[config.mk]
export PLATFORM = sky130hd
export DESIGN_NAME = ordered_list_store_unit
export DESIGN_NICKNAME = d
export VERILOG_FILES = /design/src/hdl/ols_pkg.sv /design/src/hdl/ols_cell.sv /design/src/hdl/ordered_list_store_unit.sv
export SDC_FILE = /design/constraint.sdc
export NUM_CORES = 2
export LEC_CHECK = 0
export BUFFER_PORTS_ARGS = -buffer_cell sky130_fd_sc_hd__clkbuf_2
export CORE_MARGIN = 3
export CORE_UTILIZATION = 40
export CTS_CLUSTER_SIZE = 30
export DETAILED_ROUTE_END_ITERATION = 7
export HOLD_SLACK_MARGIN = 0.08
export MAX_ROUTING_LAYER = met4
export PLACE_DENSITY = 0.54
export SETUP_SLACK_MARGIN = 0.02
export SLEW_MARGIN = 5
export SYNTH_ARGS = -nofsm -noshare
export SYNTH_HDL_FRONTEND = slang
export SYNTH_HIERARCHICAL = 1
export SYNTH_SLANG_ARGS = --single-unit
[constraint.sdc]
create_clock -name clock -period 13.8 [get_ports clock]
set_input_delay 0.69 -clock clock [delete_from_list [all_inputs] [get_ports clock]]
set_output_delay 0.69 -clock clock [all_outputs]
set_load 0.005 [all_outputs]
[src/hdl/ols_pkg.sv]
// shared types and codes for the ordered list store
`timescale 1ns / 1ps
package ols_pkg;

   localparam int VALUE_W = 32;

   localparam logic [2:0] REQ_PUSH_FRONT = 3'd0;
   localparam logic [2:0] REQ_PUSH_BACK  = 3'd1;
   localparam logic [2:0] REQ_INSERT     = 3'd2;
   localparam logic [2:0] REQ_SEARCH     = 3'd3;
   localparam logic [2:0] REQ_MODIFY     = 3'd4;
   localparam logic [2:0] REQ_DELETE     = 3'd5;

   localparam logic [2:0] ST_OK        = 3'd0;
   localparam logic [2:0] ST_EMPTY     = 3'd1;
   localparam logic [2:0] ST_NOT_FOUND = 3'd2;
   localparam logic [2:0] ST_FULL      = 3'd3;
   localparam logic [2:0] ST_BAD_POS   = 3'd4;

   localparam logic [2:0] CELL_HOLD    = 3'd0;
   localparam logic [2:0] CELL_COMPARE = 3'd1;
   localparam logic [2:0] CELL_INSERT  = 3'd2;
   localparam logic [2:0] CELL_MODIFY  = 3'd3;
   localparam logic [2:0] CELL_DELETE  = 3'd4;

   typedef struct packed {
      logic [2:0]         op;
      logic [VALUE_W-1:0] data;
   } cell_ctrl_type;

endpackage

[src/hdl/ols_cell.sv]
// one list position: holds an entry, compares it and shifts with its neighbors
`timescale 1ns / 1ps
module ols_cell
   import ols_pkg::*;
#(
   parameter int CAPACITY = 16,
   parameter int INDEX    = 0,
   localparam int CNT_W   = $clog2(CAPACITY + 1)
) (
   input  logic               clock,
   input  logic               reset,
   input  cell_ctrl_type      ctrl,
   input  logic [CNT_W-1:0]   count,
   input  logic [CNT_W-1:0]   ins_pos,
   input  logic [VALUE_W-1:0] left_value,
   input  logic [VALUE_W-1:0] right_value,
   input  logic               seen_in,
   output logic               seen_out,
   output logic [VALUE_W-1:0] value_out
);

   localparam logic [CNT_W-1:0] K_IDX = CNT_W'(INDEX);

   logic [VALUE_W-1:0] value_ff, value_in;
   logic               hit_ff, hit_in;

   assign seen_out  = seen_in | hit_ff;
   assign value_out = value_ff;

   always_comb begin
      value_in = value_ff;
      hit_in   = hit_ff;
      unique case (ctrl.op)
         CELL_COMPARE: begin
            hit_in = (K_IDX < count) && (value_ff == ctrl.data);
         end
         CELL_INSERT: begin
            if (K_IDX > ins_pos) begin
               value_in = left_value;
            end else if (K_IDX == ins_pos) begin
               value_in = ctrl.data;
            end
         end
         CELL_MODIFY: begin
            if (hit_ff && !seen_in) begin
               value_in = ctrl.data;
            end
         end
         CELL_DELETE: begin
            if (seen_out) begin
               value_in = right_value;
            end
         end
         default: begin
         end
      endcase
   end

   always_ff @(posedge clock) begin
      if (reset) begin
         hit_ff <= 1'b0;
      end else begin
         hit_ff <= hit_in;
      end
   end

   always_ff @(posedge clock) begin
      value_ff <= value_in;
   end

endmodule

[src/hdl/ordered_list_store_unit.sv]
// ordered list store: request sequencer over a row of list cells
// result: registered in S_FIN after the S_CMP and S_APL passes, held there while an earlier response waits
// requests: taken only in S_IDLE, one at a time (compare, apply, result, accept)
// the compare pass and the shift/write pass each act on the whole cell row at once
// reset: synchronous, empties the list and drops any pending result
`timescale 1ns / 1ps
module ordered_list_store_unit
   import ols_pkg::*;
#(
   parameter int CAPACITY = 16,
   localparam int CNT_W   = $clog2(CAPACITY + 1),
   localparam int IDX_W   = $clog2(CAPACITY)
) (
   input  logic        clock,
   input  logic        reset,
   input  logic        req_tvalid,
   output logic        req_tready,
   // item_value[31:0], replacement[63:32], position[67:64], zero[71:68]
   input  logic [71:0] req_tdata,
   // req_type[2:0]
   input  logic [2:0]  req_tuser,
   output logic        rsp_tvalid,
   input  logic        rsp_tready,
   // status[2:0], found[3], length[8:4], first_value[40:9], last_value[72:41], zero[79:73]
   output logic [79:0] rsp_tdata
);

   localparam logic [1:0] S_IDLE = 2'd0;
   localparam logic [1:0] S_CMP  = 2'd1;
   localparam logic [1:0] S_APL  = 2'd2;
   localparam logic [1:0] S_FIN  = 2'd3;
   localparam logic [CNT_W-1:0] FULL_CNT = CNT_W'(CAPACITY);

   logic [1:0]         state_ff, state_in;
   logic [CNT_W-1:0]   count_ff, count_in;
   logic [2:0]         kind_ff;
   logic [VALUE_W-1:0] value_ff, repl_ff;
   logic [3:0]         pos_ff;
   logic [2:0]         status_ff, status_in;
   logic               found_ff, found_in;
   logic               rsp_valid_ff, rsp_valid_in;
   logic [79:0]        rsp_data_ff, rsp_data_in;

   cell_ctrl_type      ctrl;
   logic [CNT_W-1:0]   ins_pos;
   logic [CNT_W-1:0]   pos_ext;
   logic               pos_bad;
   logic [VALUE_W-1:0] cell_value [CAPACITY];
   logic [CAPACITY:0]  seen;
   logic [IDX_W-1:0]   last_idx;
   logic [VALUE_W-1:0] first_val, last_val;
   logic [4:0]         length;
   logic               req_fire;

   assign req_tready = (state_ff == S_IDLE);
   assign req_fire   = req_tvalid && req_tready;
   assign rsp_tvalid = rsp_valid_ff;
   assign rsp_tdata  = rsp_data_ff;
   assign seen[0]    = 1'b0;
   assign pos_ext    = CNT_W'(pos_ff);
   assign pos_bad    = ({{CNT_W{1'b0}}, pos_ff} >= {4'b0, count_ff});

   for (genvar k = 0; k < CAPACITY; k++) begin : g_cell
      logic [VALUE_W-1:0] left_v, right_v;
      if (k == 0) begin : g_first
         assign left_v = ctrl.data;
      end else begin : g_mid
         assign left_v = cell_value[k-1];
      end
      if (k == CAPACITY - 1) begin : g_last
         assign right_v = cell_value[k];
      end else begin : g_inner
         assign right_v = cell_value[k+1];
      end
      ols_cell #(
         .CAPACITY (CAPACITY),
         .INDEX    (k)
      ) u_cell (
         .clock       (clock),
         .reset       (reset),
         .ctrl        (ctrl),
         .count       (count_ff),
         .ins_pos     (ins_pos),
         .left_value  (left_v),
         .right_value (right_v),
         .seen_in     (seen[k]),
         .seen_out    (seen[k+1]),
         .value_out   (cell_value[k])
      );
   end

   always_comb begin
      state_in     = state_ff;
      count_in     = count_ff;
      status_in    = status_ff;
      found_in     = found_ff;
      rsp_valid_in = rsp_valid_ff;
      rsp_data_in  = rsp_data_ff;
      ctrl.op      = CELL_HOLD;
      ctrl.data    = value_ff;
      ins_pos      = '0;
      last_idx     = IDX_W'(count_ff - 1'b1);
      first_val    = (count_ff != '0) ? cell_value[0] : '0;
      last_val     = (count_ff != '0) ? cell_value[last_idx] : '0;
      length       = 5'(count_ff);

      if (rsp_valid_ff && rsp_tready) begin
         rsp_valid_in = 1'b0;
      end

      unique case (state_ff)
         S_IDLE: begin
            if (req_fire) begin
               state_in = S_CMP;
            end
         end
         S_CMP: begin
            ctrl.op  = CELL_COMPARE;
            state_in = S_APL;
         end
         S_APL: begin
            status_in = ST_OK;
            found_in  = 1'b0;
            state_in  = S_FIN;
            case (kind_ff)
               REQ_PUSH_FRONT, REQ_PUSH_BACK, REQ_INSERT: begin
                  if (count_ff == FULL_CNT) begin
                     status_in = ST_FULL;
                  end else if (kind_ff == REQ_INSERT && pos_bad) begin
                     status_in = ST_BAD_POS;
                  end else begin
                     ctrl.op  = CELL_INSERT;
                     ins_pos  = (kind_ff == REQ_PUSH_FRONT) ? '0 :
                                (kind_ff == REQ_PUSH_BACK) ? count_ff : pos_ext;
                     count_in = CNT_W'(count_ff + 1'b1);
                  end
               end
               REQ_SEARCH, REQ_MODIFY, REQ_DELETE: begin
                  if (count_ff == '0) begin
                     status_in = ST_EMPTY;
                  end else if (!seen[CAPACITY]) begin
                     status_in = ST_NOT_FOUND;
                  end else begin
                     found_in = 1'b1;
                     if (kind_ff == REQ_MODIFY) begin
                        ctrl.op   = CELL_MODIFY;
                        ctrl.data = repl_ff;
                     end else if (kind_ff == REQ_DELETE) begin
                        ctrl.op  = CELL_DELETE;
                        count_in = CNT_W'(count_ff - 1'b1);
                     end
                  end
               end
               default: begin
               end
            endcase
         end
         S_FIN: begin
            if (!rsp_valid_ff || rsp_tready) begin
               rsp_valid_in = 1'b1;
               rsp_data_in  = {7'd0, last_val, first_val, length, found_ff, status_ff};
               state_in     = S_IDLE;
            end
         end
         default: begin
            state_in = S_IDLE;
         end
      endcase
   end

   always_ff @(posedge clock) begin
      if (reset) begin
         state_ff     <= S_IDLE;
         count_ff     <= '0;
         rsp_valid_ff <= 1'b0;
      end else begin
         state_ff     <= state_in;
         count_ff     <= count_in;
         rsp_valid_ff <= rsp_valid_in;
      end
   end

   always_ff @(posedge clock) begin
      status_ff   <= status_in;
      found_ff    <= found_in;
      rsp_data_ff <= rsp_data_in;
      if (req_fire) begin
         kind_ff  <= req_tuser;
         value_ff <= req_tdata[31:0];
         repl_ff  <= req_tdata[63:32];
         pos_ff   <= req_tdata[67:64];
      end
   end

endmodule

### Word-level counts from Yosys, hierarchy flattened

Index checks and enable logic that the tools add are counted.
W data, S select, Z words.

* logic and storage cells: 394
* bits of input ports: 79
* register bits after elaboration: 684
* output and inout port bits: 82

* $lt $le $gt $ge: 34
* bitwise gates (word level): 17
* equality and inequality tests: 99
* reductions and logical operators: 81
* add/sub/neg operators: 2
* multiplexer cells: 118

Operators by type and width (number)
* $mux W32: 68
* $pmux W32 S3: 15
* $eq A32 B32 Y1: 16
* $bmux W32 S4: 1
* $mux W35: 2
* $ne A2 B1 Y1 const B: 33
* $pmux W32 S2: 1
* $mux W5: 12
* $reduce_and A4 Y1: 15
* $ne A3 B1 Y1 const B: 16
* $eq A4 B5 Y1 const A: 8
* $gt A4 B5 Y1 const A: 8
* $lt A4 B5 Y1 const A: 8
* $logic_and A1 B1 Y1: 34
* $eq A3 B5 Y1 const A: 4
* $gt A3 B5 Y1 const A: 4
* $lt A3 B5 Y1 const A: 4
* $pmux W3 S2: 3
* $logic_not A1 Y1: 16
* $or A1 B1 Y1: 15
* $eq A3 B2 Y1 const B: 4
* $mux W2: 6
* $mux W3: 4
* $ne A2 B2 Y1 const B: 6
* 32 further kinds: 48

### Depth between registers and ports, before layout

* depth after elaboration: 22
* gate-level depth with buffers: 29
* gate-level depth less buffers: 24

### Cells and area by module

Netlist, hierarchy kept.

By module, submodules not included
* ordered_list_store_unit: seq. area each 4604.4 sq um, instances 1, area an instance 10075.9 sq um, cells an instance 618
* ols_cell (g_cell[3].u_cell): seq. area each 980.9 sq um, instances 1, area an instance 2180.8 sq um, cells an instance 202
* ols_cell (g_cell[1].u_cell): seq. area each 980.9 sq um, instances 1, area an instance 2170.8 sq um, cells an instance 202
* ols_cell (g_cell[11].u_cell): seq. area each 980.9 sq um, instances 1, area an instance 2072.0 sq um, cells an instance 171
* ols_cell (g_cell[2].u_cell): seq. area each 980.9 sq um, instances 1, area an instance 2029.4 sq um, cells an instance 172
* ols_cell (g_cell[8].u_cell): seq. area each 980.9 sq um, instances 1, area an instance 2004.4 sq um, cells an instance 168
* ols_cell (g_cell[7].u_cell): seq. area each 980.9 sq um, instances 1, area an instance 2000.7 sq um, cells an instance 170
* ols_cell (g_cell[14].u_cell): seq. area each 980.9 sq um, instances 1, area an instance 1999.4 sq um, cells an instance 172
* ols_cell (g_cell[10].u_cell): seq. area each 980.9 sq um, instances 1, area an instance 1991.9 sq um, cells an instance 173
* ols_cell (g_cell[15].u_cell): seq. area each 980.9 sq um, instances 1, area an instance 1989.4 sq um, cells an instance 169
* ols_cell (g_cell[5].u_cell): seq. area each 980.9 sq um, instances 1, area an instance 1980.6 sq um, cells an instance 170
* ols_cell (g_cell[9].u_cell): seq. area each 980.9 sq um, instances 1, area an instance 1976.9 sq um, cells an instance 172
* ols_cell (g_cell[13].u_cell): seq. area each 980.9 sq um, instances 1, area an instance 1975.6 sq um, cells an instance 171
* ols_cell (g_cell[6].u_cell): seq. area each 980.9 sq um, instances 1, area an instance 1975.6 sq um, cells an instance 172
* 3 more rows

### Worst setup path before layout

OpenSTA, ideal clock, no wires.

* kind: reg2reg
* start: register g_cell[0].u_cell.hit_ff
* end: register g_cell[11].u_cell.value_ff[0] (enable)
* clock period less this slack: 12.018 ns
* stages on the path, launching flop included: 23
* arrival time: 11.278 ns
* path slack: 1.782 ns
* setup time: 0.739 ns
* buffers on the path: 2
* required time: 13.061 ns
* cell sequence: dfxtp_1 or2_2 or2_2 or2_2 or2_2 or2_2 or2_2 or2_2 or2_2 or2_2 or2_2 or2_2 or2_2 or2_2 or2_2 or2_2 or2_2 nand3_1 or3b_1 buf_6 buf_6 a21boi_0 o21ai_0

RTL lines
* from (decl): line ols_cell.sv:25 `logic hit_ff, hit_in;`
* from (signal assigned): line ols_cell.sv:63 `hit_ff <= hit_in;`
* to (signal assigned): line ols_cell.sv:68 `value_ff <= value_in;`
* to (decl): line ols_cell.sv:24 `logic [VALUE_W-1:0] value_ff, value_in;`

==> run metrics <==
worst setup margin around 4.5 ns; Clk Latency, worst-skew pair between 0.6 and 0.7 ns; Seq. cell area just over 20000 um2; ys async rst share 0%; CP Max Fanout 32; failing checks DRC; number of flops mapped to enable cells by yosys 660; RR Endpoint g_cell[3].u_cell/hit_ff; mapped cell area around 42000 um2; drt pass-1 iters 8; synth unique cells 99; # H-tree levels 3; Final nets roughly 3.6k; Area after DPL roughly 44000 um2; fin crit share between 60% and 70%; die span in x ~330 um; design area ~47000 um2; number of placed I/O pins between 150 and 200; DR WL/cell 32.7 um; switch share between 30% and 40%; CP startpoint kind flip-flop; Core Region 104000 um2; FF+latch count, synth around 680; Hold Path Sink value_ff[0]; commonest non-fill, non-tap cell in the layout edfxtp_1; RSZ-0062 raised after global routing no; Layout area overhead 11.1%; final wirelength roughly 160000 um; cell area power density 151 nW/um2; syn avg cell area 12.5 um2; post-CTS sizing 0; worst rel slew slack a little under an eighth; Setup TNS 0 ns; Hold Path Class input pin to flip-flop; Final Util about 45%; ys flop type edfxtp_1; vias in the first global route about 30k; number of antenna violations at the first check in global routing 4; Seq/Total Area, Yosys 48.2%; Max clock buf depth 3; Post-route DRC 154; Root Buffer clkbuf_16; worst hold path depth 1; clock-pin slew on the worst setup and hold paths about 0.06 ns; status finished with violations; Critical Path RT between 10 and 15 ns; Antenna Violating Nets Remaining 0; vias per cell roughly 6.6; Die ar. 109000 um2; Clock Sinks ~680; clock skew after layout 0.0270 ns; fillers 9571; total clock buffers created by CTS 83; post-route minimum period 9.30 ns; GR Util All Layers between 20% and 30%; TritonCTS clock tree built; combinational power share roughly 30%; Synth warnings 6; via count roughly 32k; share of layout cells above drive strength 1 approximately a fifth; largest net degree at the start of global routing 97; first-pass GRT wire length ~230000 um; Initial Utilization between 40% and 50%; worst slack at placement around 4.7 ns; Critical Path AT 9.87 ns; Peak supply drop roughly 0.00014 V; hold_ws a little over 0.2 ns; clock network power share just over 30%; final setup fails 0; Die Ht between 300 and 400 um; total gr overflow 0; Max-cap violations 0; Final Hold Fails 0; r2r setup slk 4.50 ns; P_int approximately 4500 uW; CP Class flip-flop to flip-flop; post-CTS setup repair buffer count 0; Fmax about 0.11 GHz; Post-DP HPWL between 100000 and 150000 um; fin. max-slew vios 0; area occupied by multi-input gates slightly below 20000 um2; Core Rows ~120; measured slew at the worst slew-check pin about 1.3 ns; 1st-iter DRT viols just under 7k; hold path start req_tdata[0]; part of the power in registers between 30% and 40%; CP Capture Type flip-flop; I/O Buffers roughly 150; most frequent cells in the layout edfxtp_1 (660), inv_1 (417), a222oi_1 (384); Reg2Reg Depth 26; # hold bufs at CTS 0; GPL Wtd Cong approximately 0.98; Synth Instances between 3k and 4k; FF-to-FF Start g_cell[0].u_cell/hit_ff; leakage 0.0179 uW; NetSw around 2500 uW
metrics by stage:
step	instances	total power [uW]
after floorplan	3380	4080
after global placement	4775	4830
after detailed placement	4775	4840
after CTS	4924	7050
after global routing	4926	7300
final	4928	7080
worst max path at each step:
stage                                  from                             end  slack (ns)  cells past startpoint
floorplan           g_cell[0].u_cell/hit_ff  g_cell[11].u_cell/value_out[0]        1.78                     22
global placement    g_cell[0].u_cell/hit_ff         g_cell[3].u_cell/hit_ff        4.79                     26
detailed placement  g_cell[0].u_cell/hit_ff         g_cell[3].u_cell/hit_ff        4.73                     26
CTS                 g_cell[0].u_cell/hit_ff         g_cell[3].u_cell/hit_ff        4.72                     26
global route        g_cell[0].u_cell/hit_ff         g_cell[3].u_cell/hit_ff        4.37                     26
finish              g_cell[0].u_cell/hit_ff         g_cell[3].u_cell/hit_ff        4.50                     26
routing by layer:
layer	track usage [%]	wire length (um)
met4	6.70	3870
met2	40.3	68000
met5	-	0
met1	42.8	66300
met3	9.00	22900
state kept, by name (all words and copies together) (netlist names):
signal                   count
g_cell.u_cell/value_out    512
rsp_tdata                   73
repl_ff                     32
value_ff                    32
g_cell.u_cell/hit_ff        16
count_ff                     5
pos_ff                       4
kind_ff                      3
status_ff                    3
state_ff                     2
found_ff                     1
rsp_tvalid                   1
synth_stat cells, drive strengths merged (62+ instances only):
library cell,count,area [um2]
edfxtp,660,19800
nand4,83,519
mux2,67,863
mux4,128,2880
clkbuf,62,233
xor2,243,2140
nand2,157,597
mux2i,68,681
a222oi,384,3840
a22oi,64,781
buf,147,1170
inv,419,1570
nor4,79,509
xnor2,274,2400
worst max-delay path, cell delays in order (launching register included):
cell	delay, ns
dfxtp_1	0.36
or2_2	0.33
or2_2	0.32
or2_2	0.31
or2_2	0.30
or2_2	0.31
or2_2	0.32
or2_2	0.31
or2_2	0.30
or2_2	0.30
or2_2	0.31
or2_2	0.31
or2_2	0.31
or2_2	0.31
or2_2	0.31
or2_2	0.31
or2_2	0.40
nand3_1	0.17
or3b_2	0.20
buf_4	0.55
mux2_2	0.41
buf_4	0.28
xor2_1	0.26
nor4_1	0.83
nand4_1	0.31
or4_1	0.52
o32ai_1	0.14
cell families (layout without fill, tap and decap cells):
| family | Yosys count | count (layout) | share of synthesized area, % |
|---|---|---|---|
| compound gates | 704 | 704 | 15.5 |
| xor+xnor | 517 | 517 | 10.8 |
| fa+ha+maj | 10 | 10 | 0.297 |
| buf+inv | 628 | 792 | 7.05 |
| flops | 684 | 684 | 48.2 |
| mux | 263 | 263 | 10.5 |
| other cells | 1 | 14 | 0.00890 |
| simple gates | 564 | 564 | 7.72 |
power groups by stage:
stage | logic, uW | clock network (uW) | registers [uW]
after global routing | 2190 | 2310 | 2790
final | 2100 | 2200 | 2770
after CTS | 2040 | 2240 | 2770
after floorplan | 1340 | 0 | 2740
after global placement | 2020 | 0 | 2810
after detailed placement | 2030 | 0 | 2810
final cells by class:
class | instances | share of cell area [%]
Tap cell | 1380 | 3.69
Antenna cell | 4 | 0.0214
Multi-Input combinational cell | 2068 | 41.1
Timing Repair Buffer | 224 | 2.82
Clock inverter | 44 | 0.980
Clock buffer | 105 | 4.68
Sequential cell | 684 | 43.3
Inverter | 419 | 3.36
No activity file was read; power rests on OpenSTA's default activity.
